`config.mk`:
```
export PLATFORM = sky130hd
export DESIGN_NAME = rgb_gradient_resampler
export DESIGN_NICKNAME = d
export VERILOG_FILES = /design/src/rtl/rgr_pkg.sv /design/src/rtl/rgb_gradient_resampler.sv
export SDC_FILE = /design/constraint.sdc
export NUM_CORES = 2
export LEC_CHECK = 0
export BUFFER_PORTS_ARGS = -buffer_cell sky130_fd_sc_hd__buf_2
export CAP_MARGIN = 0
export CORE_MARGIN = 3
export CORE_UTILIZATION = 46
export CTS_CLUSTER_SIZE = 20
export DETAILED_ROUTE_END_ITERATION = 12
export MAX_ROUTING_LAYER = met4
export PLACE_DENSITY_LB_ADDON = 0.2
export SYNTH_ARGS = -nofsm -noshare
export SYNTH_HDL_FRONTEND = slang
export SYNTH_SLANG_ARGS = --single-unit
export TNS_END_PERCENT = 20
```
`constraint.sdc`:
```
create_clock -name aclk -period 6.9 [get_ports aclk]
set_input_delay 0.69 -clock aclk [delete_from_list [all_inputs] [get_ports aclk]]
set_output_delay 0.69 -clock aclk [all_outputs]
set_load 0.02 [all_outputs]
```
`src/rtl/rgr_pkg.sv`:
```
// shared widths, defaults and codes of the rgb gradient resampler
package rgr_pkg;

    localparam int MAX_SRC_DEF   = 64;
    localparam int MAX_OUT_DEF   = 64;
    localparam int FRAC_BITS_DEF = 16;

    localparam int LEN_W     = 7;
    localparam int STEP_W    = 24;
    localparam int POS_W     = LEN_W + STEP_W;
    localparam int COLOR_W   = 8;
    localparam int RGB_W     = 3 * COLOR_W;
    localparam int IDX_W     = 6;
    localparam int TDATA_W   = 32;
    localparam int APB_ADDR_W = 4;
    localparam int APB_DATA_W = 32;

    localparam logic [STEP_W-1:0] POS_STEP_RST = STEP_W'(65536);

    localparam logic [1:0] REG_SRC_LEN  = 2'd0;
    localparam logic [1:0] REG_OUT_LEN  = 2'd1;
    localparam logic [1:0] REG_POS_STEP = 2'd2;

    localparam logic REQ_LOAD = 1'b0;
    localparam logic REQ_GEN  = 1'b1;

endpackage

```
`src/rtl/rgb_gradient_resampler.sv`:
```
// Streams linearly interpolated RGB colours out of a loaded source palette.
// A load transaction (tuser low) writes one colour into the palette memory. A generate
// transaction (tuser high) issues one pair of palette reads per cycle while the output is not
// stalled, out_len pairs in all (at most MAX_OUT), s_tready staying low until the last pair is
// issued; the colours leave through a read, multiply and add pipeline, one per cycle while
// m_tready is high, and a stalled output holds the whole pipeline. The palette is a single
// 24-bit memory with two read ports.
module rgb_gradient_resampler #(
    parameter int MAX_SRC   = rgr_pkg::MAX_SRC_DEF,
    parameter int MAX_OUT   = rgr_pkg::MAX_OUT_DEF,
    parameter int FRAC_BITS = rgr_pkg::FRAC_BITS_DEF
) (
    input  logic                              aclk,
    input  logic                              aresetn,
    input  logic                              s_tvalid,
    output logic                              s_tready,
    // entry_index, red_in, green_in, blue_in
    input  logic [rgr_pkg::TDATA_W-1:0]       s_tdata,
    // req_type
    input  logic                              s_tuser,
    output logic                              m_tvalid,
    input  logic                              m_tready,
    // out_index, red_out, green_out, blue_out
    output logic [rgr_pkg::TDATA_W-1:0]       m_tdata,
    output logic                              m_tlast,
    input  logic                              psel,
    input  logic                              penable,
    input  logic                              pwrite,
    input  logic [rgr_pkg::APB_ADDR_W-1:0]    paddr,
    input  logic [rgr_pkg::APB_DATA_W-1:0]    pwdata,
    output logic [rgr_pkg::APB_DATA_W-1:0]    prdata,
    output logic                              pready
);
    import rgr_pkg::*;

    localparam int ADDR_W = $clog2(MAX_SRC);
    localparam int KW     = POS_W - FRAC_BITS;
    localparam int PROD_W = FRAC_BITS + 10;

    logic [LEN_W-1:0]  src_len_reg;
    logic [LEN_W-1:0]  out_len_reg;
    logic [STEP_W-1:0] pos_step_reg;

    logic              cfg_wr;
    logic [1:0]        reg_sel;

    assign pready  = 1'b1;
    assign cfg_wr  = psel & penable & pwrite & pready;
    assign reg_sel = paddr[3:2];

    always_ff @(posedge aclk) begin
        if (!aresetn) begin
            src_len_reg  <= '0;
            out_len_reg  <= '0;
            pos_step_reg <= POS_STEP_RST;
        end else if (cfg_wr) begin
            unique case (reg_sel)
                REG_SRC_LEN:  src_len_reg  <= pwdata[LEN_W-1:0];
                REG_OUT_LEN:  out_len_reg  <= pwdata[LEN_W-1:0];
                REG_POS_STEP: pos_step_reg <= pwdata[STEP_W-1:0];
                default: ;
            endcase
        end
    end

    always_comb begin
        unique case (reg_sel)
            REG_SRC_LEN:  prdata = APB_DATA_W'(src_len_reg);
            REG_OUT_LEN:  prdata = APB_DATA_W'(out_len_reg);
            REG_POS_STEP: prdata = APB_DATA_W'(pos_step_reg);
            default:      prdata = '0;
        endcase
    end

    // issue control
    logic              gen_active_reg;
    logic [LEN_W-1:0]  cnt_reg;
    logic [POS_W-1:0]  pos_reg;

    logic [LEN_W-1:0]  n_eff;
    logic [LEN_W-1:0]  count;
    logic [LEN_W-1:0]  last_idx;
    logic [LEN_W-1:0]  cnt_inc;
    logic [KW-1:0]     k_pos;
    logic              clamp;
    logic              issue_last;
    logic [ADDR_W-1:0] lo_addr;
    logic [ADDR_W-1:0] hi_addr;
    logic              s_acc;
    logic              adv;

    assign n_eff    = (32'(src_len_reg) > MAX_SRC) ? LEN_W'(MAX_SRC) : src_len_reg;
    assign count    = (32'(out_len_reg) > MAX_OUT) ? LEN_W'(MAX_OUT) : out_len_reg;
    assign last_idx = n_eff - LEN_W'(1);
    assign cnt_inc  = cnt_reg + LEN_W'(1);
    assign k_pos    = pos_reg[POS_W-1:FRAC_BITS];
    assign clamp    = k_pos >= KW'(last_idx);
    assign lo_addr  = clamp ? ADDR_W'(last_idx) : ADDR_W'(k_pos);
    assign hi_addr  = clamp ? ADDR_W'(last_idx) : ADDR_W'(k_pos) + ADDR_W'(1);
    assign issue_last = cnt_inc == count;

    assign s_tready = !gen_active_reg;
    assign s_acc    = s_tvalid & s_tready;

    // pipeline stages
    logic                 s1_valid_reg;
    logic [FRAC_BITS-1:0] s1_frac_reg;
    logic [IDX_W-1:0]     s1_idx_reg;
    logic                 s1_last_reg;
    logic                 s1_empty_reg;
    logic [RGB_W-1:0]     rd_lo_reg;
    logic [RGB_W-1:0]     rd_hi_reg;

    logic                     s2_valid_reg;
    logic [IDX_W-1:0]         s2_idx_reg;
    logic                     s2_last_reg;
    logic                     s2_empty_reg;
    logic [COLOR_W-1:0]       s2_lo_reg   [3];
    logic signed [PROD_W-1:0] s2_prod_reg [3];

    logic                 out_valid_reg;
    logic [IDX_W-1:0]     out_idx_reg;
    logic                 out_last_reg;
    logic [COLOR_W-1:0]   out_color_reg [3];

    assign adv = !out_valid_reg || m_tready;

    always_ff @(posedge aclk) begin
        if (!aresetn) begin
            gen_active_reg <= 1'b0;
        end else if (s_acc && s_tuser == REQ_GEN) begin
            gen_active_reg <= count != '0;
        end else if (gen_active_reg && adv && issue_last) begin
            gen_active_reg <= 1'b0;
        end
    end

    always_ff @(posedge aclk) begin
        if (s_acc) begin
            cnt_reg <= '0;
            pos_reg <= '0;
        end else if (gen_active_reg && adv) begin
            cnt_reg <= cnt_inc;
            pos_reg <= pos_reg + POS_W'(pos_step_reg);
        end
    end

    // palette memory: {blue, green, red}
    logic [RGB_W-1:0] palette_mem [MAX_SRC];

    always_ff @(posedge aclk) begin
        if (s_acc && s_tuser == REQ_LOAD && 32'(s_tdata[IDX_W-1:0]) < MAX_SRC) begin
            palette_mem[ADDR_W'(s_tdata[IDX_W-1:0])] <= s_tdata[IDX_W +: RGB_W];
        end
        if (adv && gen_active_reg) begin
            rd_lo_reg <= palette_mem[lo_addr];
            rd_hi_reg <= palette_mem[hi_addr];
        end
    end

    always_ff @(posedge aclk) begin
        if (!aresetn) begin
            s1_valid_reg  <= 1'b0;
            s2_valid_reg  <= 1'b0;
            out_valid_reg <= 1'b0;
        end else if (adv) begin
            s1_valid_reg  <= gen_active_reg;
            s2_valid_reg  <= s1_valid_reg;
            out_valid_reg <= s2_valid_reg;
        end
    end

    logic signed [8:0]        diff      [3];
    logic signed [PROD_W-1:0] prod_next [3];
    logic signed [PROD_W-1:0] delta     [3];

    always_comb begin
        for (int c = 0; c < 3; c++) begin
            diff[c] = $signed({1'b0, rd_hi_reg[COLOR_W*c +: COLOR_W]})
                    - $signed({1'b0, rd_lo_reg[COLOR_W*c +: COLOR_W]});
            prod_next[c] = diff[c] * $signed({1'b0, s1_frac_reg});
            delta[c]     = s2_prod_reg[c] >>> FRAC_BITS;
        end
    end

    always_ff @(posedge aclk) begin
        if (adv) begin
            s1_frac_reg  <= pos_reg[FRAC_BITS-1:0];
            s1_idx_reg   <= cnt_reg[IDX_W-1:0];
            s1_last_reg  <= issue_last;
            s1_empty_reg <= n_eff == '0;

            s2_idx_reg   <= s1_idx_reg;
            s2_last_reg  <= s1_last_reg;
            s2_empty_reg <= s1_empty_reg;

            out_idx_reg  <= s2_idx_reg;
            out_last_reg <= s2_last_reg;
            for (int c = 0; c < 3; c++) begin
                s2_lo_reg[c]     <= rd_lo_reg[COLOR_W*c +: COLOR_W];
                s2_prod_reg[c]   <= prod_next[c];
                out_color_reg[c] <= s2_empty_reg ? '0
                                  : s2_lo_reg[c] + delta[c][COLOR_W-1:0];
            end
        end
    end

    assign m_tvalid = out_valid_reg;
    assign m_tlast  = out_last_reg;
    assign m_tdata  = TDATA_W'({out_color_reg[2], out_color_reg[1], out_color_reg[0],
                                out_idx_reg});

endmodule

```
==> results.ini <==
[global_route]
globalRouteMet3Util = 0.0753
grt_usage = 0.318
first_global_vias = 74600
antenna_found_initial = 33
global_route.usage.met1 = 0.411
global_route.overflow_total = 0
globalRouteMet2Util = 0.477
grt_first_pass_wirelength_um = 498000
grt_most_used_layer = met2
grt_max_degree = 115

[timing]
timing.slew.headroom = 0.0487
finalSetupViolations = 0
whs_ps = 67.2
clock_skew_ps = 35.9
max_freq_mhz = 147
final_min_period_over_clock_period = 0.985
rsz_0062_raised_after_global_routing = yes
finalMaxSlewViolations = 0
timing.final.hold_violations = 0
timing.final.crit_period_ps = 6800
tightestPinTransition_ps = 1420
setup_ws_ps = 103

[finish]
layout.cells.non_filler = 12500
post-route-util = 0.522
regArea_mm2 = 0.0525
final_layout_size_suffix_gt1_frac = 0.101
final.fill_count = 18300
flow.area_growth_from_synthesis_pct = 12.3
nNetsFinal = 10100
largest_register_ffs = 1536
multiInputGateArea_mm2 = 0.0423

[routing]
firstDrtPassIters = 8
routedWlPerCell_um = 27.6
antenna_violating_nets_post_route = 0
first_iter_violations = 11900
drt-total-wl_um = 345000
num_vias = 78800
drt-vias-per-instance = 6.31
drcViolationCount = 0

[place]
placed_cells_incl_taps = 12100
placement.setup.worst_slack_ps = -252
finalWeightedCongestion = 0.945
portBuffers = 120
dp_hpwl_um = 220000

[clocking]
cts_hold_repair.buffers = 0
clk-insertion-delay-late_ps = 870
clk_path_buf_depth = 3
htreeDepth = 4
cts_tree = done
cts_inserted_buffers = 193
cts.sink_count = 1775
cts-root-buf = clkbuf_16
clkTransAtPathRegs_ps = 60

[yosys]
post_synth.cell_area_avg_um2 = 10.4
flip_flop_and_latch_count_after_synthesis = 1775
yosysWarnings = 0
number_of_standard_cells_after_synthesis = 9428
synth_top_flop_cell = edfxtp_1
netlist_area_before_placement_mm2 = 0.0979
count_of_distinct_cell_types_in_the_synthesized_netlist = 91
synth_enable_flop_cells = 1695
sequential_area_share_after_synthesis = 0.536
async_reset_ff_frac = 0

[setup_path]
path_max_fanout = 3
worst_path_dominant_cell_family = adder cells
critical-path-max-stage-delay_ps = 550
crit_path_frequent_cell = fa_1
crit_slowest_cell = fa_1
cp_num_buf_inv = 4
cp_data_arrival_time_ps = 7390
critical_path_required_ps = 7490
start_kind = flip-flop
crit_path_end_kind = flip-flop
worst-setup-path-type = reg -> reg

[die]
pin_count = 144
die_width_um = 467
start_util = 0.465
rows = 168
coreArea_mm2 = 0.211
die_y_um = 467
total_die_area_mm2 = 0.218

[worst_hold_path]
class_of_the_tightest_hold_or_removal_check = in -> reg

[run_status]
status = completed

[power]
vdd.ir_drop.worst_v = 0.000266
power_density_mw_per_mm2 = 253
power_consumption_mw = 27.9
power_leakage_nw = 41.7

[job]
maxCapViolCount = 0

final timing paths:
| check | start | endpoint | slack (ps) | depth (start not counted) |
|---|---|---|---|---|
| hold reg to reg | s1_idx_reg[3]$_DFFE_PN_ | s2_idx_reg[3]$_DFFE_PN_ | 420 | 0 |
| setup reg to reg | rd_lo_reg[16]$_DFFE_PP_ | s2_prod_reg[0][75]$_DFFE_PN_ | 100 | 28 |
| setup / recovery | rd_lo_reg[16]$_DFFE_PP_ | s2_prod_reg[0][75]$_DFFE_PN_ | 100 | 28 |
| hold / removal | pwdata[16] | pos_step_reg[16]$_SDFFE_PN1P_ | 70 | 3 |
through the flow:
stage	setup TNS (ps)	area [um2]
after global placement	-1240	104000
after detailed placement	-624	104000
after global routing	-766	110000
final	0	110000
after floorplan	0	98000
after CTS	-6.75	110000
layer usage:
metal / vias to the layer above / part of all wire
li1: 33700 / -
met1: 38700 / 0.38
met2: 5346 / 0.45
met3: 1012 / 0.12
met4: 0 / 0.048
met5: - / 0
worst register-to-register path: cells and delay by family, from the launching register on:
family                     cells  cell delay [ps]
AOI/OAI and AO/OA              9             1550
xor gates and xnor gates       2              270
adders and majority gates      8             3350
buffers and inverters          4              330
DFF                            1              460
and+or+nand+nor                5              590
cells in the mapped netlist (6+ instances only):
master / n / area share
nand2_1: 2741 / 0.11
edfxtp_1: 1695 / 0.52
nand3_1: 1047 / 0.054
clkbuf_1: 319 / 0.012
fa_1: 301 / 0.062
inv_1: 278 / 0.011
mux2i_1: 250 / 0.026
ha_1: 248 / 0.032
and2_1: 233 / 0.015
buf_2: 218 / 0.011
a31oi_1: 216 / 0.014
and3_1: 190 / 0.012
nor2_1: 187 / 0.0072
nand4_1: 153 / 0.0098
a311oi_1: 124 / 0.011
a32oi_1: 120 / 0.011
nand2b_1: 104 / 0.0066
o21ai_0: 96 / 0.0049
a211oi_1: 93 / 0.0071
buf_1: 84 / 0.0032
dfxtp_1: 80 / 0.016
a21oi_1: 74 / 0.0038
xnor2_1: 69 / 0.0062
nor3_1: 52 / 0.0027
nor2b_1: 41 / 0.0026
a21o_1: 32 / 0.0025
xor2_1: 32 / 0.0029
a21boi_0: 28 / 0.0021
and4_1: 27 / 0.0024
buf_4: 27 / 0.0021
a41oi_1: 25 / 0.0022
buf_6: 24 / 0.0028
o32ai_1: 24 / 0.0021
a211o_1: 21 / 0.0019
o21a_1: 19 / 0.0015
or2_2: 14 / 0.00089
o21bai_1: 12 / 0.00092
or3_1: 11 / 0.00070
nor4b_1: 9 / 0.00080
a222oi_1: 7 / 0.00072
o21ai_1: 7 / 0.00036
nand3b_1: 6 / 0.00046
nor4_1: 6 / 0.00038
o31ai_1: 6 / 0.00046
layout make-up:
type,instances,area share
Sequential cell,1775,0.477
Clock buffer,241,0.0459
Clock inverter,112,0.00836
Timing Repair Buffer,531,0.0416
Multi-Input combinational cell,6711,0.384
Tap cell,2805,0.0319
Inverter,279,0.00955
Antenna cell,34,0.000774
cell usage in the layout, fill, tap and decap left out, drive strengths merged, types with 93 or more instances in the layout:
master	count
a32oi	121
nand3	1047
a311oi	124
buf	531
and3	190
fa	301
edfxtp	1695
a31oi	216
o21ai	104
mux2i	250
and2	233
clkbuf	241
nand2b	104
ha	248
inv	289
nand2	2742
a211oi	93
nor2	189
nand4	154
power by group:
part,total (mW),leakage [nW],switching (mW),internal (mW)
Combinational,5.98,22.7,4.23,1.75
Clock,9.93,2.90,4.42,5.51
Sequential,11.9,16.2,0.0359,11.9
logic make-up after synthesis:
family	after synthesis	synth area share
adders and majority gates	549	0.0932
muxes	252	0.0259
DFF	1775	0.536
buffers and inverters	951	0.0421
and+or+nand+nor	4843	0.222
other	2	0.0000767
AOI/OAI and AO/OA	955	0.0712
xor gates and xnor gates	101	0.00903
timing repair:
item,in CTS,in global routing
gates cloned,0,0
pin swaps,2,30
buffers inserted,1,7
gates resized for setup,6,62
setup endpoints to repair,7,19
Power figures use the tool's default switching activity.
